==> config.mk <==
export PLATFORM = sky130hd
export DESIGN_NAME = bsrc_dp
export DESIGN_NICKNAME = d
export VERILOG_FILES = /design/src/design/bsrc_pkg.sv /design/src/design/bsrc_dp.sv
export SDC_FILE = /design/constraint.sdc
export NUM_CORES = 2
export LEC_CHECK = 0
export BUFFER_PORTS_ARGS = -buffer_cell sky130_fd_sc_hd__buf_4
export CAP_MARGIN = 10
export CELL_PAD_IN_SITES_DETAIL_PLACEMENT = 0
export CELL_PAD_IN_SITES_GLOBAL_PLACEMENT = 1
export CORE_MARGIN = 4
export CORE_UTILIZATION = 29
export CTS_CLUSTER_SIZE = 10
export DETAILED_ROUTE_END_ITERATION = 10
export GPL_TIMING_DRIVEN = 0
export PLACE_DENSITY_LB_ADDON = 0.1
export SETUP_SLACK_MARGIN = 0.5
export SLEW_MARGIN = 20
export SYNTH_ARGS = -nofsm -noshare
export SYNTH_HDL_FRONTEND = slang
export SYNTH_SLANG_ARGS = --single-unit
export TNS_END_PERCENT = 100
==> constraint.sdc <==
create_clock -name i_clk -period 9.65 [get_ports i_clk]
set_input_delay 0.965 -clock i_clk [delete_from_list [all_inputs] [get_ports i_clk]]
set_output_delay 0.965 -clock i_clk [all_outputs]
set_load 0.005 [all_outputs]
==> src/design/bsrc_pkg.sv <==
`timescale 1ns / 1ps
`default_nettype none
// ----------------------------------------------------------------------------
// bsrc_pkg
// Types, codes and widths shared by the barometric sensor readout sequencer.
// ----------------------------------------------------------------------------
package bsrc_pkg;

    // field widths
    localparam int REQ_W      = 2;
    localparam int RX_W       = 24;
    localparam int KIND_W     = 3;
    localparam int ADDR_W     = 7;
    localparam int CMD_W      = 8;
    localparam int LEN_W      = 2;
    localparam int WAIT_W     = 16;
    localparam int VAL_W      = 32;
    localparam int CFG_IDX_W  = 2;
    localparam int CFG_DATA_W = 16;

    // calibration store
    localparam int CALIB_W     = 16;
    localparam int CALIB_WORDS = 8;
    localparam int CALIB_IDX_W = $clog2(CALIB_WORDS);

    // calibration word positions used by the compensation
    localparam logic [CALIB_IDX_W-1:0] C_SENS_IDX  = CALIB_IDX_W'(1);
    localparam logic [CALIB_IDX_W-1:0] C_OFF_IDX   = CALIB_IDX_W'(2);
    localparam logic [CALIB_IDX_W-1:0] C_TCS_IDX   = CALIB_IDX_W'(3);
    localparam logic [CALIB_IDX_W-1:0] C_TCO_IDX   = CALIB_IDX_W'(4);
    localparam logic [CALIB_IDX_W-1:0] C_TREF_IDX  = CALIB_IDX_W'(5);
    localparam logic [CALIB_IDX_W-1:0] C_TSENS_IDX = CALIB_IDX_W'(6);
    localparam logic [CALIB_IDX_W-1:0] C_LAST_IDX  = CALIB_IDX_W'(CALIB_WORDS - 1);

    // request codes
    localparam logic [REQ_W-1:0] REQ_INIT = 2'd0;
    localparam logic [REQ_W-1:0] REQ_TEMP = 2'd1;
    localparam logic [REQ_W-1:0] REQ_PRES = 2'd2;
    localparam logic [REQ_W-1:0] REQ_DONE = 2'd3;

    // configuration register indexes and reset values
    localparam logic [CFG_IDX_W-1:0] CFG_BUS_ADDRESS = 2'd0;
    localparam logic [CFG_IDX_W-1:0] CFG_WAIT_LENGTH = 2'd1;
    localparam logic [ADDR_W-1:0]    BUS_ADDRESS_RST = 7'd119;
    localparam logic [WAIT_W-1:0]    WAIT_LENGTH_RST = 16'd100;

    // sensor command bytes and read lengths
    localparam logic [CMD_W-1:0] CMD_RESET  = 8'h1E;
    localparam logic [CMD_W-1:0] CMD_PROM   = 8'hA0;
    localparam logic [CMD_W-1:0] CMD_CONV_P = 8'h48;
    localparam logic [CMD_W-1:0] CMD_CONV_T = 8'h58;
    localparam logic [CMD_W-1:0] CMD_ADC    = 8'h00;
    localparam logic [LEN_W-1:0] LEN_PROM   = 2'd2;
    localparam logic [LEN_W-1:0] LEN_ADC    = 2'd3;

    // temperature offset in 0.01 degC
    localparam logic signed [VAL_W-1:0] TEMP_BASE = 32'sd2000;

    typedef enum logic [KIND_W-1:0] {
        KIND_WRITE  = 3'd0,
        KIND_READ   = 3'd1,
        KIND_WAIT   = 3'd2,
        KIND_TEMP   = 3'd3,
        KIND_PRES   = 3'd4,
        KIND_DONE   = 3'd5,
        KIND_REJECT = 3'd6
    } t_kind;

    // compensation datapath steps
    typedef enum logic [3:0] {
        CALC_NONE,
        CALC_DT,
        CALC_T_MUL,
        CALC_T_FIN,
        CALC_OFF_MUL,
        CALC_SENS_MUL,
        CALC_SENS_FIN,
        CALC_PHI_MUL,
        CALC_PLO_MUL,
        CALC_ACC,
        CALC_P_FIN
    } t_calc_op;

    // controller to datapath
    typedef struct packed {
        t_calc_op               calc;
        logic                   calib_wr;
        logic [CALIB_IDX_W-1:0] calib_idx;
        logic                   raw_wr;
        logic                   out_load;
        t_kind                  kind;
        logic [CMD_W-1:0]       cmd_byte;
        logic [LEN_W-1:0]       read_len;
    } t_dp_cmd;

endpackage
`default_nettype wire

==> src/design/bsrc_dp.sv <==
`timescale 1ns / 1ps
`default_nettype none
// ----------------------------------------------------------------------------
// bsrc_dp
// Register file, calibration store, compensation arithmetic and output word.
// ----------------------------------------------------------------------------
module bsrc_dp
    import bsrc_pkg::*;
(
    input  wire logic                  i_clk,
    input  wire logic                  i_rst_n,
    input  wire t_dp_cmd               i_cmd,
    input  wire logic [RX_W-1:0]       i_rx_data,
    input  wire logic                  i_cfg_wr,
    input  wire logic [CFG_IDX_W-1:0]  i_cfg_index,
    input  wire logic [CFG_DATA_W-1:0] i_cfg_data,
    output logic [KIND_W-1:0]          o_kind,
    output logic [ADDR_W-1:0]          o_dev_address,
    output logic [CMD_W-1:0]           o_cmd_byte,
    output logic [LEN_W-1:0]           o_read_len,
    output logic [WAIT_W-1:0]          o_wait_ms,
    output logic signed [VAL_W-1:0]    o_value
);

    localparam int DT_W   = 25;
    localparam int MA_W   = 26;
    localparam int MB_W   = 22;
    localparam int PROD_W = MA_W + MB_W;
    localparam int OFF_W  = 36;
    localparam int SENS_W = 35;
    localparam int SPLIT  = 21;

    logic [ADDR_W-1:0]         r_bus_address;
    logic [WAIT_W-1:0]         r_wait_length;
    logic [CALIB_W-1:0]        r_calib [CALIB_WORDS];
    logic [RX_W-1:0]           r_raw;
    logic signed [DT_W-1:0]    r_dt;
    logic signed [PROD_W-1:0]  r_prod;
    logic signed [OFF_W-1:0]   r_off;
    logic signed [SENS_W-1:0]  r_sens;
    logic signed [PROD_W-1:0]  r_acc;
    logic signed [VAL_W-1:0]   r_val;
    logic [KIND_W-1:0]         r_kind;
    logic [ADDR_W-1:0]         r_dev_address;
    logic [CMD_W-1:0]          r_cmd_byte;
    logic [LEN_W-1:0]          r_read_len;
    logic [WAIT_W-1:0]         r_wait_ms;
    logic signed [VAL_W-1:0]   r_value;

    logic signed [MA_W-1:0]    mul_a;
    logic signed [MB_W-1:0]    mul_b;
    logic signed [PROD_W-1:0]  mul_p;
    logic signed [MA_W-1:0]    dt_ext;
    logic signed [MA_W-1:0]    d1_ext;
    logic signed [PROD_W-1:0]  p_diff;
    logic                      prod_en;

    // configuration registers
    always_ff @(posedge i_clk) begin
        if (!i_rst_n) begin
            r_bus_address <= BUS_ADDRESS_RST;
            r_wait_length <= WAIT_LENGTH_RST;
        end else if (i_cfg_wr) begin
            case (i_cfg_index)
                CFG_BUS_ADDRESS: r_bus_address <= i_cfg_data[ADDR_W-1:0];
                CFG_WAIT_LENGTH: r_wait_length <= i_cfg_data[WAIT_W-1:0];
                default: ;
            endcase
        end
    end

    // calibration words and raw pressure sample
    always_ff @(posedge i_clk) begin
        if (!i_rst_n) begin
            for (int i = 0; i < CALIB_WORDS; i++) begin
                r_calib[i] <= '0;
            end
            r_raw <= '0;
        end else begin
            if (i_cmd.calib_wr) begin
                r_calib[i_cmd.calib_idx] <= i_rx_data[CALIB_W-1:0];
            end
            if (i_cmd.raw_wr) begin
                r_raw <= i_rx_data;
            end
        end
    end

    // shared multiplier operand selection
    assign dt_ext = MA_W'(r_dt);
    assign d1_ext = $signed({{(MA_W-RX_W){1'b0}}, r_raw});

    always_comb begin
        mul_a = dt_ext;
        mul_b = '0;
        case (i_cmd.calc)
            CALC_T_MUL:    mul_b = $signed({{(MB_W-CALIB_W){1'b0}}, r_calib[C_TSENS_IDX]});
            CALC_OFF_MUL:  mul_b = $signed({{(MB_W-CALIB_W){1'b0}}, r_calib[C_TCO_IDX]});
            CALC_SENS_MUL: mul_b = $signed({{(MB_W-CALIB_W){1'b0}}, r_calib[C_TCS_IDX]});
            CALC_PHI_MUL: begin
                mul_a = d1_ext;
                mul_b = MB_W'($signed(r_sens[SENS_W-1:SPLIT]));
            end
            CALC_PLO_MUL: begin
                mul_a = d1_ext;
                mul_b = $signed({1'b0, r_sens[SPLIT-1:0]});
            end
            default: ;
        endcase
    end

    assign mul_p   = mul_a * mul_b;
    assign prod_en = (i_cmd.calc inside {CALC_T_MUL, CALC_OFF_MUL, CALC_SENS_MUL,
                                         CALC_PHI_MUL, CALC_PLO_MUL});
    assign p_diff  = r_acc - PROD_W'(r_off);

    // compensation steps
    always_ff @(posedge i_clk) begin
        if (prod_en) begin
            r_prod <= mul_p;
        end
        case (i_cmd.calc)
            CALC_DT: r_dt <= $signed({1'b0, i_rx_data})
                            - $signed({1'b0, r_calib[C_TREF_IDX], 8'h00});
            CALC_T_FIN: r_val <= TEMP_BASE + VAL_W'($signed(r_prod[PROD_W-1:23]));
            CALC_SENS_MUL: r_off <= $signed({4'b0, r_calib[C_OFF_IDX], 16'h0000})
                                  + r_prod[OFF_W+6:7];
            CALC_SENS_FIN: r_sens <= $signed({4'b0, r_calib[C_SENS_IDX], 15'h0000})
                                   + r_prod[SENS_W+7:8];
            CALC_PLO_MUL: r_acc <= r_prod;
            // low partial product is non-negative, so its floor is a plain shift
            CALC_ACC: r_acc <= r_acc + $signed({{SPLIT{1'b0}}, r_prod[PROD_W-1:SPLIT]});
            CALC_P_FIN: r_val <= p_diff[VAL_W+14:15];
            default: ;
        endcase
    end

    // output word
    always_ff @(posedge i_clk) begin
        if (i_cmd.out_load) begin
            r_kind        <= i_cmd.kind;
            r_dev_address <= (i_cmd.kind inside {KIND_WRITE, KIND_READ}) ? r_bus_address : '0;
            r_cmd_byte    <= (i_cmd.kind == KIND_WRITE) ? i_cmd.cmd_byte : '0;
            r_read_len    <= (i_cmd.kind == KIND_READ) ? i_cmd.read_len : '0;
            r_wait_ms     <= (i_cmd.kind == KIND_WAIT) ? r_wait_length : '0;
            r_value       <= (i_cmd.kind inside {KIND_TEMP, KIND_PRES}) ? r_val : '0;
        end
    end

    assign o_kind        = r_kind;
    assign o_dev_address = r_dev_address;
    assign o_cmd_byte    = r_cmd_byte;
    assign o_read_len    = r_read_len;
    assign o_wait_ms     = r_wait_ms;
    assign o_value       = r_value;

endmodule
`default_nettype wire

==> metrics.log <==
INFO  metric status = finished, final reports clean
INFO  metric htreeDepth = 2
INFO  metric routed_via_density = ~4.7
INFO  metric post-synth-top-area-cell = edfxtp_1
INFO  metric rd_place_congestion = between 0.8 and 0.9
INFO  metric holdCritPathClass = reg -> reg
INFO  metric floorplan.initialDensity = 0.293
INFO  metric yosys-top-cells-area = edfxtp_1 28%, fa_1 27%, ha_1 7.9%, inv_1 6.1%, nand2_1 4.4%
INFO  metric timing_max_transition_violations_final = 0
INFO  metric switching_fraction = 0.471
INFO  metric first_global_vias = roughly 31000
INFO  metric clock_power_share = 0.157
INFO  metric drc = 0
INFO  metric hold_viol_final = 0
INFO  metric power.internal = 6370 uW
INFO  metric synth_top_area_share = 0.279
INFO  metric layout-drive-gt1-share = 0.110
INFO  metric max_cap_violations = 0
INFO  metric synth-seq-cells = between 400 and 500
INFO  metric detail_route.iter0.violations = 1655
INFO  metric clock_tree_from_tritoncts = yes
INFO  metric synth_ff_type = edfxtp_1
INFO  metric cts_sinks = 434
INFO  metric power.share.combinational = 0.595
INFO  metric antenna_found_initial = 15
INFO  metric end_kind = register
INFO  metric global_route_wire_length_before_repair = around 220 mm
INFO  metric clk_root_buffer_cell = clkbuf_16
INFO  metric fin_crit_sh = 0.929
INFO  metric relative_max_transition_margin = 0.306
INFO  metric amount_of_wire_on_met2_after_detailed_routing = approximately 71 mm
INFO  metric crit_buf_inv = 8
INFO  metric timing_worst_setup_path_type = in -> reg
INFO  metric crit-reg2reg-capture = r_prod[42]
INFO  metric rsz0062_at_grt = yes
INFO  metric cts-root-to-sink-buffers = 3
INFO  metric grt_overflow = 0
INFO  metric setup_tns = 0 ns
INFO  metric synth_edf_count = approximately 390
INFO  metric worst_r2r_startpoint = r_sens[34]
INFO  metric power.static_leakage = 0.0218 uW
INFO  metric detail-route-antenna-nets = 0
INFO  metric proportion_of_synthesized_flip_flops_having_asynchronous_set_or_reset = 0
INFO  metric timing.final.crit_period = about 9.0 ns
INFO  metric timing_worst_slew_pin_value = ~1.0 ns
INFO  metric highest_routing_layer_actually_used = met5
INFO  metric reg2reg_setup_slack = approximately 1.2 ns
INFO  metric vias = 29600
INFO  metric timing.final.setup_violations = 0
INFO  metric m1WireLength = 68.0 mm
INFO  metric clkLatencyLatePin = between 0.6 and 0.7 ns
INFO  metric final_nets = 5281
INFO  metric placementRows = around 140
INFO  metric die_area = between 100000 and 150000 sq um
INFO  metric most-common-layout-cells = 675 x inv_1, 569 x fa_1, 489 x nand2_1, 387 x edfxtp_1, 345 x nor2_1
INFO  metric filler_cell_count = 14700
INFO  metric place_hpwl = roughly 120 mm
INFO  metric placeableCoreArea = approximately 140000 sq um
INFO  metric crit_start = i_cmd[21]
INFO  metric synth_warnings = 0
INFO  metric chipWidth = slightly below 400 um
INFO  metric cp_top_delay_family = adder cells
INFO  metric fp.dieH = just under 400 um
INFO  metric fin_worst_hold_slack = approximately 0.46 ns
INFO  metric timing.critical_path.slowest_cell_delay = approximately 0.60 ns
INFO  metric power_density = roughly 250 nW/um^2
INFO  metric layout_commonest_cell = inv_1
INFO  metric timing.critical_path.mode_cell = fa_1
INFO  metric setup.worst_path.end = r_prod[45]
INFO  metric cts_made_buffers = 54
INFO  metric p_switching = roughly 5700 uW
INFO  metric finClkSkew = about 0.08 ns
INFO  metric synth-seq-area-share = 0.302
INFO  metric drt_wl_total = 148 mm
INFO  metric globalRouteTotalUtil = 0.197
INFO  metric clk_pin_slew = approximately 0.06 ns
INFO  metric drt_pre_antenna_iters = 5
INFO  metric avgSynthCellArea = 10.1 sq um
INFO  metric pin_count = ~140
INFO  metric netlist_instances = between 4000 and 5000
INFO  metric grt_max_degree = 69
INFO  metric cp.arrival = around 9.3 ns
INFO  metric cp_data_required_time = 10.01 ns
INFO  metric crit_cells = 30
INFO  metric ir_worst_vdd = between 0.2 and 0.25 mV
INFO  metric syn_area = 41600 sq um
INFO  metric routed_wire_length_per_instance = about 23 um
INFO  metric critical_path.slowest_cell = fa_1
INFO  metric worstRegToRegCells = 28
INFO  metric wl_met3 = between 6 and 7 mm
INFO  metric post_synth_num_cell_types = around 70
INFO  metric finalCoreUtilization = 0.342
INFO  metric port_buffers = roughly 130
INFO  metric syn2layout_area_growth = 16.6%
INFO  metric seqPwrFrac = 0.248
INFO  metric timing.critical_path.fanout_max = 10
INFO  metric fmax = 111 MHz
INFO  metric critical_path.startpoint_type = input pin
## sequential cells by signal (all words and copies together) (netlist names)
| name | cells |
|---|---|
| o_kind | 3 |
| r_dt | 25 |
| r_bus_address | 7 |
| r_off | 36 |
| r_val | 32 |
| r_wait_length | 16 |
| r_acc | 47 |
| o_value | 32 |
| o_read_len | 2 |
| r_sens | 35 |
| r_raw | 24 |
| r_calib | 96 |
| o_wait_ms | 16 |
| o_dev_address | 7 |
| r_prod | 48 |
| o_cmd_byte | 8 |
## repair_timing
item | CTS | global route
gates cloned | 1 | 1
hold buffers | 0 | 0
buffers inserted | 15 | 22
pin swaps | 5 | 13
endpoints found under the setup margin | 32 | 16
gates resized for setup | 227 | 70
## layer usage
| metal | global-route usage | vias to the layer above |
|---|---|---|
| li1 | - | 13700 |
| met1 | 0.278 | 15200 |
| met2 | 0.336 | 557 |
| met3 | 0.0183 | 113 |
| met4 | 0.0329 | 2 |
| met5 | 0 | - |
## worst min path at each step
stage,from,end,slack (ns),depth (start not counted)
after floorplan,r_prod[7],r_off[0],0.43,0
after global placement,r_bus_address[4],r_bus_address[4],0.45,2
after detailed placement,r_bus_address[4],r_bus_address[4],0.45,2
after CTS,r_wait_length[9],r_wait_length[9],0.46,2
after global routing,r_prod[7],r_off[0],0.49,0
final,r_bus_address[4],r_bus_address[4],0.46,2
## cells by family after synthesis
kind of cell / Yosys count / share of synthesized area
and+or+nand+nor: 1258 / 0.137
adders and majority gates: 835 / 0.354
buffers and inverters: 823 / 0.0742
AOI/OAI and AO/OA: 505 / 0.0762
DFF: 434 / 0.302
xor gates and xnor gates: 181 / 0.0381
muxes: 75 / 0.0188
other: 2 / 0.000180
## stage by stage
stage                     total power [uW]  cells  setup slack [ns]  instance area (sq um)
final                                12000   6309             0.681                  48600
after global routing                 13100   6304             0.413                  48600
after CTS                            12100   6281             0.454                  48200
after detailed placement              9860   6173             -2.94                  45500
after global placement                9860   6143             -3.31                  45000
after floorplan                       7200   4121             0.574                  41700
## layout make-up
type	count	area [sq um]	area share
plain buffers	145	895	0.0184
inverters	678	2550	0.0525
flip-flops and latches	434	12600	0.259
clock buffers	76	1450	0.0299
multi-input cells	2865	26800	0.553
diodes	5	12.5	0.000258
well taps	1890	2360	0.0487
repair buffers	200	1750	0.0360
clock inverters	16	139	0.00286
## power by group through the flow
stage / Sequential (uW) / Clock [uW] / Combinational [uW]
5_1_grt: 3000 / 2030 / 8080
3_3_place_gp: 3050 / 0 / 6820
6_report: 2980 / 1890 / 7160
2_1_floorplan: 2720 / 0 / 4480
3_5_place_dp: 3040 / 0 / 6820
4_1_cts: 3010 / 1960 / 7090
## synth_stat cells, types with 5 or more instances
master      n
a31oi_1    18
nor2_1    350
nand4_1    16
a21o_1     73
a21boi_1    8
nand3_1    47
nor3_1     29
mux2i_1    50
nor2b_1    50
o21bai_1   12
a22oi_1    29
o21a_1      7
o31ai_1     7
a21boi_0   18
a21oi_1   126
xnor2_1   118
nor4_1      5
and4_1      5
dfxtp_1    47
or3_1      12
inv_1     676
mux2_2     25
nand2_1   492
fa_1      571
ha_1      264
and2_1    159
and3_1     26
o21ai_1    82
a211oi_1   11
clkbuf_1  141
nand3b_1    6
xor2_1     63
edfxtp_1  387
o21ai_0    65
nand2b_1   46
## tightest hold or removal path: stages, from the launching register on
cell	delay, ns
dfxtp_1	0.32
nand2_1	0.05
nand3_1	0.06
(Power assumes the default switching activity.)
