<file path="src/design/bsrc_pkg.sv">
`timescale 1ns / 1ps
`default_nettype none
// ----------------------------------------------------------------------------
// bsrc_pkg
// Types, codes and widths shared by the barometric sensor readout sequencer.
// ----------------------------------------------------------------------------
package bsrc_pkg;

    // field widths
    localparam int REQ_W      = 2;
    localparam int RX_W       = 24;
    localparam int KIND_W     = 3;
    localparam int ADDR_W     = 7;
    localparam int CMD_W      = 8;
    localparam int LEN_W      = 2;
    localparam int WAIT_W     = 16;
    localparam int VAL_W      = 32;
    localparam int CFG_IDX_W  = 2;
    localparam int CFG_DATA_W = 16;

    // calibration store
    localparam int CALIB_W     = 16;
    localparam int CALIB_WORDS = 8;
    localparam int CALIB_IDX_W = $clog2(CALIB_WORDS);

    // calibration word positions used by the compensation
    localparam logic [CALIB_IDX_W-1:0] C_SENS_IDX  = CALIB_IDX_W'(1);
    localparam logic [CALIB_IDX_W-1:0] C_OFF_IDX   = CALIB_IDX_W'(2);
    localparam logic [CALIB_IDX_W-1:0] C_TCS_IDX   = CALIB_IDX_W'(3);
    localparam logic [CALIB_IDX_W-1:0] C_TCO_IDX   = CALIB_IDX_W'(4);
    localparam logic [CALIB_IDX_W-1:0] C_TREF_IDX  = CALIB_IDX_W'(5);
    localparam logic [CALIB_IDX_W-1:0] C_TSENS_IDX = CALIB_IDX_W'(6);
    localparam logic [CALIB_IDX_W-1:0] C_LAST_IDX  = CALIB_IDX_W'(CALIB_WORDS - 1);

    // request codes
    localparam logic [REQ_W-1:0] REQ_INIT = 2'd0;
    localparam logic [REQ_W-1:0] REQ_TEMP = 2'd1;
    localparam logic [REQ_W-1:0] REQ_PRES = 2'd2;
    localparam logic [REQ_W-1:0] REQ_DONE = 2'd3;

    // configuration register indexes and reset values
    localparam logic [CFG_IDX_W-1:0] CFG_BUS_ADDRESS = 2'd0;
    localparam logic [CFG_IDX_W-1:0] CFG_WAIT_LENGTH = 2'd1;
    localparam logic [ADDR_W-1:0]    BUS_ADDRESS_RST = 7'd119;
    localparam logic [WAIT_W-1:0]    WAIT_LENGTH_RST = 16'd100;

    // sensor command bytes and read lengths
    localparam logic [CMD_W-1:0] CMD_RESET  = 8'h1E;
    localparam logic [CMD_W-1:0] CMD_PROM   = 8'hA0;
    localparam logic [CMD_W-1:0] CMD_CONV_P = 8'h48;
    localparam logic [CMD_W-1:0] CMD_CONV_T = 8'h58;
    localparam logic [CMD_W-1:0] CMD_ADC    = 8'h00;
    localparam logic [LEN_W-1:0] LEN_PROM   = 2'd2;
    localparam logic [LEN_W-1:0] LEN_ADC    = 2'd3;

    // temperature offset in 0.01 degC
    localparam logic signed [VAL_W-1:0] TEMP_BASE = 32'sd2000;

    typedef enum logic [KIND_W-1:0] {
        KIND_WRITE  = 3'd0,
        KIND_READ   = 3'd1,
        KIND_WAIT   = 3'd2,
        KIND_TEMP   = 3'd3,
        KIND_PRES   = 3'd4,
        KIND_DONE   = 3'd5,
        KIND_REJECT = 3'd6
    } t_kind;

    // compensation datapath steps
    typedef enum logic [3:0] {
        CALC_NONE,
        CALC_DT,
        CALC_T_MUL,
        CALC_T_FIN,
        CALC_OFF_MUL,
        CALC_SENS_MUL,
        CALC_SENS_FIN,
        CALC_PHI_MUL,
        CALC_PLO_MUL,
        CALC_ACC,
        CALC_P_FIN
    } t_calc_op;

    // controller to datapath
    typedef struct packed {
        t_calc_op               calc;
        logic                   calib_wr;
        logic [CALIB_IDX_W-1:0] calib_idx;
        logic                   raw_wr;
        logic                   out_load;
        t_kind                  kind;
        logic [CMD_W-1:0]       cmd_byte;
        logic [LEN_W-1:0]       read_len;
    } t_dp_cmd;

endpackage
`default_nettype wire

</file>
<file path="src/design/bsrc_ctrl.sv">
`timescale 1ns / 1ps
`default_nettype none
// ----------------------------------------------------------------------------
// bsrc_ctrl
// Sensor sequencer phase, compensation step sequencing and output handshake.
// ----------------------------------------------------------------------------
module bsrc_ctrl
    import bsrc_pkg::*;
(
    input  wire logic             i_clk,
    input  wire logic             i_rst_n,
    input  wire logic             i_in_valid,
    input  wire logic [REQ_W-1:0] i_req_type,
    output logic                  o_in_ready,
    input  wire logic             i_out_ready,
    output logic                  o_out_valid,
    output t_dp_cmd               o_cmd
);

    typedef enum logic [3:0] {
        PH_IDLE,
        PH_RESET_SENT,
        PH_PROM_CMD_SENT,
        PH_PROM_READ_SENT,
        PH_P_CONV_SENT,
        PH_P_WAITING,
        PH_P_ADC_SENT,
        PH_P_READ_SENT,
        PH_T_CONV_SENT,
        PH_T_WAITING,
        PH_T_ADC_SENT,
        PH_T_READ_SENT
    } t_phase;

    typedef enum logic [1:0] {
        OP_NONE,
        OP_TEMP,
        OP_PRES,
        OP_INIT
    } t_oper;

    typedef enum logic [3:0] {
        CS_IDLE,
        CS_T_MUL,
        CS_T_FIN,
        CS_OFF_MUL,
        CS_SENS_MUL,
        CS_SENS_FIN,
        CS_PHI_MUL,
        CS_PLO_MUL,
        CS_ACC,
        CS_P_FIN,
        CS_EMIT
    } t_ctl_state;

    t_ctl_state             r_state, n_state;
    t_phase                 r_phase, n_phase;
    t_oper                  r_oper, n_oper;
    logic [CALIB_IDX_W-1:0] r_calib_idx, n_calib_idx;
    t_kind                  r_kind, n_kind;
    logic [CMD_W-1:0]       r_cmd_byte, n_cmd_byte;
    logic [LEN_W-1:0]       r_read_len, n_read_len;
    logic                   r_out_valid, n_out_valid;
    logic                   in_acc;

    // state registers
    always_ff @(posedge i_clk) begin
        if (!i_rst_n) begin
            r_state     <= CS_IDLE;
            r_phase     <= PH_IDLE;
            r_oper      <= OP_NONE;
            r_calib_idx <= '0;
            r_kind      <= KIND_REJECT;
            r_cmd_byte  <= '0;
            r_read_len  <= '0;
            r_out_valid <= 1'b0;
        end else begin
            r_state     <= n_state;
            r_phase     <= n_phase;
            r_oper      <= n_oper;
            r_calib_idx <= n_calib_idx;
            r_kind      <= n_kind;
            r_cmd_byte  <= n_cmd_byte;
            r_read_len  <= n_read_len;
            r_out_valid <= n_out_valid;
        end
    end

    // next state and commands
    always_comb begin
        n_state     = r_state;
        n_phase     = r_phase;
        n_oper      = r_oper;
        n_calib_idx = r_calib_idx;
        n_kind      = r_kind;
        n_cmd_byte  = r_cmd_byte;
        n_read_len  = r_read_len;
        o_cmd           = '0;
        o_cmd.calc      = CALC_NONE;
        o_cmd.kind      = r_kind;
        o_cmd.cmd_byte  = r_cmd_byte;
        o_cmd.read_len  = r_read_len;
        o_cmd.calib_idx = r_calib_idx;
        o_in_ready  = (r_state == CS_IDLE);
        in_acc      = i_in_valid && o_in_ready;

        case (r_state)
            CS_IDLE: begin
                if (in_acc) begin
                    // default answer: a bare response word with no payload
                    n_state    = CS_EMIT;
                    n_kind     = KIND_REJECT;
                    n_cmd_byte = '0;
                    n_read_len = '0;
                    if (i_req_type != REQ_DONE) begin
                        if (r_phase == PH_IDLE) begin
                            n_kind = KIND_WRITE;
                            case (i_req_type)
                                REQ_INIT: begin
                                    n_oper      = OP_INIT;
                                    n_calib_idx = '0;
                                    n_phase     = PH_RESET_SENT;
                                    n_cmd_byte  = CMD_RESET;
                                end
                                REQ_TEMP: begin
                                    n_oper     = OP_TEMP;
                                    n_phase    = PH_T_CONV_SENT;
                                    n_cmd_byte = CMD_CONV_T;
                                end
                                default: begin
                                    n_oper     = OP_PRES;
                                    n_phase    = PH_P_CONV_SENT;
                                    n_cmd_byte = CMD_CONV_P;
                                end
                            endcase
                        end
                    end else begin
                        case (r_phase)
                            PH_RESET_SENT: begin
                                n_phase    = PH_PROM_CMD_SENT;
                                n_kind     = KIND_WRITE;
                                n_cmd_byte = CMD_PROM | CMD_W'({r_calib_idx, 1'b0});
                            end
                            PH_PROM_CMD_SENT: begin
                                n_phase    = PH_PROM_READ_SENT;
                                n_kind     = KIND_READ;
                                n_read_len = LEN_PROM;
                            end
                            PH_PROM_READ_SENT: begin
                                o_cmd.calib_wr = 1'b1;
                                if (r_calib_idx != C_LAST_IDX) begin
                                    n_calib_idx = r_calib_idx + 1'b1;
                                    n_phase     = PH_PROM_CMD_SENT;
                                    n_kind      = KIND_WRITE;
                                    n_cmd_byte  = CMD_PROM | CMD_W'({n_calib_idx, 1'b0});
                                end else begin
                                    n_calib_idx = '0;
                                    n_phase     = PH_IDLE;
                                    n_oper      = OP_NONE;
                                    n_kind      = KIND_DONE;
                                end
                            end
                            PH_P_CONV_SENT: begin
                                n_phase = PH_P_WAITING;
                                n_kind  = KIND_WAIT;
                            end
                            PH_T_CONV_SENT: begin
                                n_phase = PH_T_WAITING;
                                n_kind  = KIND_WAIT;
                            end
                            PH_P_WAITING: begin
                                n_phase    = PH_P_ADC_SENT;
                                n_kind     = KIND_WRITE;
                                n_cmd_byte = CMD_ADC;
                            end
                            PH_T_WAITING: begin
                                n_phase    = PH_T_ADC_SENT;
                                n_kind     = KIND_WRITE;
                                n_cmd_byte = CMD_ADC;
                            end
                            PH_P_ADC_SENT: begin
                                n_phase    = PH_P_READ_SENT;
                                n_kind     = KIND_READ;
                                n_read_len = LEN_ADC;
                            end
                            PH_T_ADC_SENT: begin
                                n_phase    = PH_T_READ_SENT;
                                n_kind     = KIND_READ;
                                n_read_len = LEN_ADC;
                            end
                            PH_P_READ_SENT: begin
                                o_cmd.raw_wr = 1'b1;
                                n_phase      = PH_T_CONV_SENT;
                                n_kind       = KIND_WRITE;
                                n_cmd_byte   = CMD_CONV_T;
                            end
                            PH_T_READ_SENT: begin
                                // temperature difference first, then the multiply chain
                                o_cmd.calc = CALC_DT;
                                n_phase    = PH_IDLE;
                                n_oper     = OP_NONE;
                                if (r_oper == OP_PRES) begin
                                    n_kind  = KIND_PRES;
                                    n_state = CS_OFF_MUL;
                                end else begin
                                    n_kind  = KIND_TEMP;
                                    n_state = CS_T_MUL;
                                end
                            end
                            default: begin
                                n_kind = KIND_REJECT;
                            end
                        endcase
                    end
                end
            end
            CS_T_MUL: begin
                o_cmd.calc = CALC_T_MUL;
                n_state    = CS_T_FIN;
            end
            CS_T_FIN: begin
                o_cmd.calc = CALC_T_FIN;
                n_state    = CS_EMIT;
            end
            CS_OFF_MUL: begin
                o_cmd.calc = CALC_OFF_MUL;
                n_state    = CS_SENS_MUL;
            end
            CS_SENS_MUL: begin
                o_cmd.calc = CALC_SENS_MUL;
                n_state    = CS_SENS_FIN;
            end
            CS_SENS_FIN: begin
                o_cmd.calc = CALC_SENS_FIN;
                n_state    = CS_PHI_MUL;
            end
            CS_PHI_MUL: begin
                o_cmd.calc = CALC_PHI_MUL;
                n_state    = CS_PLO_MUL;
            end
            CS_PLO_MUL: begin
                o_cmd.calc = CALC_PLO_MUL;
                n_state    = CS_ACC;
            end
            CS_ACC: begin
                o_cmd.calc = CALC_ACC;
                n_state    = CS_P_FIN;
            end
            CS_P_FIN: begin
                o_cmd.calc = CALC_P_FIN;
                n_state    = CS_EMIT;
            end
            CS_EMIT: begin
                // wait for the output register to free up
                if (!r_out_valid || i_out_ready) begin
                    o_cmd.out_load = 1'b1;
                    n_state        = CS_IDLE;
                end
            end
            default: begin
                n_state = CS_IDLE;
            end
        endcase

        n_out_valid = o_cmd.out_load || (r_out_valid && !i_out_ready);
    end

    assign o_out_valid = r_out_valid;

`ifndef SYNTHESIS
    // an output word is never overwritten while it still waits
    a_no_overwrite: assert property (@(posedge i_clk) disable iff (!i_rst_n)
        o_cmd.out_load |-> (!r_out_valid || i_out_ready))
        else $error("output word overwritten");

    // the sequencer holds an operation exactly while it is away from idle
    a_oper_phase: assert property (@(posedge i_clk) disable iff (!i_rst_n)
        (r_phase == PH_IDLE) == (r_oper == OP_NONE))
        else $error("operation and phase disagree");

    // calibration index only moves during the calibration read loop
    a_idx_init: assert property (@(posedge i_clk) disable iff (!i_rst_n)
        (r_calib_idx != '0) |-> (r_phase == PH_PROM_CMD_SENT || r_phase == PH_PROM_READ_SENT))
        else $error("calibration index outside init");

    // final ADC completion starts a compensation run
    a_calc_start: assert property (@(posedge i_clk) disable iff (!i_rst_n)
        (in_acc && i_req_type == REQ_DONE && r_phase == PH_T_READ_SENT)
        |=> (r_state == CS_T_MUL || r_state == CS_OFF_MUL))
        else $error("compensation not started");
`endif

endmodule
`default_nettype wire

</file>
<file path="config.mk">
export PLATFORM = sky130hd
export DESIGN_NAME = bsrc_ctrl
export DESIGN_NICKNAME = d
export VERILOG_FILES = /design/src/design/bsrc_pkg.sv /design/src/design/bsrc_ctrl.sv
export SDC_FILE = /design/constraint.sdc
export NUM_CORES = 1
export LEC_CHECK = 0
export BUFFER_PORTS_ARGS = -buffer_cell sky130_fd_sc_hd__buf_2
export CORE_ASPECT_RATIO = 2
export CORE_MARGIN = 2
export CORE_UTILIZATION = 55
export DETAILED_ROUTE_END_ITERATION = 10
export PLACE_DENSITY = 0.78
export SYNTH_ARGS = -nofsm -noshare
export SYNTH_HDL_FRONTEND = slang
export SYNTH_SLANG_ARGS = --single-unit
export TNS_END_PERCENT = 30
</file>
<file path="constraint.sdc">
create_clock -name i_clk -period 3 [get_ports i_clk]
set_input_delay 0.6 -clock i_clk [delete_from_list [all_inputs] [get_ports i_clk]]
set_output_delay 0.6 -clock i_clk [all_outputs]
set_load 0.02 [all_outputs]
</file>
==> results_dict.tcl <==
set metrics [dict create \
    status "completed" \
    setup_viol 0 \
    muxShareOfSynthArea_pct 4.94 \
    cp.required_ns 2.40 \
    numCtsBuffers 3 \
    start_util_pct 58.5 \
    via_count 1675 \
    endpoint "o_cmd[19]" \
    path_delay_family "simple AND/OR/NAND/NOR gates" \
    hold_viol 0 \
    gp_congestion 0.950 \
    routed_wl_um 4220 \
    num_antenna_cells 0 \
    critPathMaxStageDelay_ns 0.40 \
    yosysWarnings 0 \
    critical_path_arrival_ns 2.00 \
    setup_tns_ns 0 \
    yosys.area_share.xor_xnor_pct 1.62 \
    combPwrFrac_pct 32.9 \
    die_w_um 42.4 \
    drtAntennaViolNets 0 \
    stdcell_count 254 \
    tritoncts "done" \
    postCtsSetupRepairBufs 0 \
    powerDensity_nw_per_um2 511 \
    use_met2_pct 46.9 \
    die_height_um 80.8 \
    wire_per_inst_um 16.6 \
    min_period_over_period_pct 86.6 \
    layout.nets 237 \
    rsz0062_at_grt "no" \
    rows 27 \
    final_util_pct 64.0 \
    cts.sinks 25 \
    path_cells "nor4_4 -> nand2_2 -> nor3_1 -> o21bai_1 -> buf_2" \
    synth_top_cell_by_area "dfxtp_1" \
    p_clk_share_pct 23.3 \
    clock_skew_ns 0.00694 \
    clk_latency_ns 0.28 \
    drive_gt1_share_pct 18.2 \
    whs_ns 0.455 \
    cap_violations 0 \
    synth_compound_area_share_pct 26.6 \
    ys_async_sr_fraction_pct 0 \
    use_met3_pct 3.33 \
    grt_max_degree 19 \
    r2r_start "r_phase[2]" \
    ys_seq_area_share_pct 30.9 \
    critPathBufInv 1 \
    mostFrequentLayoutCell "buf_2" \
    switching_share_pct 37.6 \
    worst_setup_path_end_kind "output pin" \
    worstSetupPathDepth 5 \
    grt_pass1_wl_um 6950 \
    ys_ff_latch 25 \
    slew_viol_final 0 \
    grt_usage_pct 25.8 \
    hold_buffers 0 \
    coreArea_um2 2770 \
    synth_area_um2 1620 \
    viasPerCell 6.59 \
    syn_area_per_cell_um2 7.76 \
    syn_nets 220 \
    reg2reg_depth 6 \
    hp-class "reg2reg" \
    synth_ff_type "dfxtp_1" \
    io_pins 31 \
    yosys.area_share.simple_pct 24.5 \
    worstMarginPinSlew_ns 0.601 \
    mostFrequentLayoutCells "buf_2, dfxtp_1, nand2_1, a21oi_1" \
    drc 0 \
    relSlewSlack_pct 59.9 \
    p_sw_mw 0.341 \
    place.port_buffers 29 \
    fmax_mhz 385 \
    grtUsageMet1_pct 27.4 \
    dp_hpwl_um 3190 \
    cp_slowest_cell "dfxtp_1" \
    worstSetupStartpoint "r_state[2]" \
    synthesis.instances 209 \
    die_area_um2 3430 \
    clock-root-buffer "clkbuf_8" \
    clock_path_buffers 2 \
    finalCriticalPeriod_ns 2.60 \
    post_cts_resized 0 \
    drt-pass1-iter-count 5 \
    p_int_mw 0.566 \
    antenna_found_initial 0 \
    grt_overflow_total 0 \
    critPathMaxFanout 16 \
    r2r_end "r_kind[2]" \
    clk_pin_slew_ns 0.09 \
    busiest_layer "met2" \
    synth_top_family_by_area "compound AO/OA/AOI/OAI gates" \
    path_class "reg2out" \
    rrSetupSlack_ns 1.17 \
    synthAdderAreaFrac_pct 3.86 \
    grt_pass1_vias 1571 \
    cts-htree-levels 1 \
    p_leak_nw 0.742 \
    pwr-share-seq_pct 43.8 \
    peakVddDrop_mv 0.361 \
    synthTopCellsByArea "dfxtp_1, a21oi_1, mux2i_1, nand2_1, nand3_1" \
    dp.cells 250 \
    syn2layout_area_growth_pct 9.41 \
    drtIter0Drc 98 \
    ys_types 47 \
    start_kind "register" \
    power_mw 0.907 \
    synth_edf_count 0 \
    synth_top_cell_area_share_pct 30.9 \
]
-- stage by stage --
stage          setup slack (ns)  area (um^2)
3_5_place_dp              0.716         1730
2_1_floorplan             0.526         1620
3_3_place_gp              0.758         1730
6_report                  0.402         1770
5_1_grt                   0.291         1770
4_1_cts                   0.392         1770
-- cells in the mapped netlist (2+ instances only) --
| cell | count |
|---|---|
| nand4_1 | 4 |
| o31ai_1 | 2 |
| a31oi_1 | 4 |
| and2_1 | 3 |
| a221o_1 | 2 |
| o22ai_1 | 2 |
| nor2_1 | 10 |
| ha_1 | 5 |
| buf_4 | 4 |
| clkbuf_1 | 10 |
| nand2b_1 | 4 |
| o2111ai_1 | 2 |
| buf_2 | 5 |
| nor3_1 | 3 |
| dfxtp_1 | 25 |
| or2_2 | 3 |
| nand3_1 | 13 |
| xor2_1 | 2 |
| o211a_1 | 2 |
| mux2i_1 | 8 |
| nand3b_1 | 4 |
| a211o_1 | 2 |
| nor2b_1 | 2 |
| o21ai_0 | 13 |
| o21a_1 | 2 |
| o22a_1 | 2 |
| a21oi_1 | 20 |
| inv_1 | 7 |
| or3_1 | 2 |
| o211ai_1 | 5 |
| nand2_1 | 21 |
-- worst min-delay path by stage --
stage                        from             to  slack, ns  depth (start not counted)
floorplan               r_oper[1]      r_oper[1]       0.43                          2
global placement        r_oper[1]      r_oper[1]       0.44                          2
detailed placement  r_read_len[1]  r_read_len[1]       0.45                          2
CTS                 r_read_len[1]  r_read_len[1]       0.46                          2
global route        r_read_len[1]  r_read_len[1]       0.49                          2
finish              r_read_len[1]  r_read_len[1]       0.45                          2
-- per-layer routing --
layer  wire, um  vias up
met3        219       32
met2       2230       91
li1           -      788
met5          0        -
met1       1550      764
met4        213        0
-- worst min-delay path, delay by kind of cell (launching register included) --
family | cells | cell delay [ns]
flops | 1 | 0.32
simple gates | 1 | 0.05
compound gates | 1 | 0.05
-- sequential cells by signal, indices dropped and copies added, names as in the netlist --
signal and count:
r_phase 4, r_oper 2, r_kind 3, r_calib_idx 3
r_state 4, o_out_valid 1, r_cmd_byte 6, r_read_len 2
-- power by group through the flow --
| stage | Sequential [mW] | Combinational (mW) | Clock (mW) |
|---|---|---|---|
| after global placement | 0.402 | 0.290 | 0 |
| after floorplan | 0.404 | 0.222 | 0 |
| after global routing | 0.403 | 0.323 | 0.226 |
| final | 0.397 | 0.299 | 0.211 |
| after CTS | 0.397 | 0.297 | 0.213 |
| after detailed placement | 0.405 | 0.296 | 0 |
-- area by class of cell --
| cell class | count | area [um^2] |
|---|---|---|
| multi-input cells | 158 | 1000 |
| well taps | 29 | 36.3 |
| clock inverters | 1 | 7.51 |
| flip-flops and latches | 25 | 500 |
| clock buffers | 3 | 41.3 |
| repair buffers | 31 | 160 |
| fillers | 258 | 996 |
| inverters | 7 | 26.3 |
-- cells by family after synthesis --
logic type	count (synthesis)
AO/OA/AOI/OAI	66
XOR/XNOR	3
adder cells (fa/ha/maj)	5
buffers and inverters	26
flip-flops	25
multiplexers	8
other	1
AND/OR/NAND/NOR	75
(Power assumes the default switching activity.)
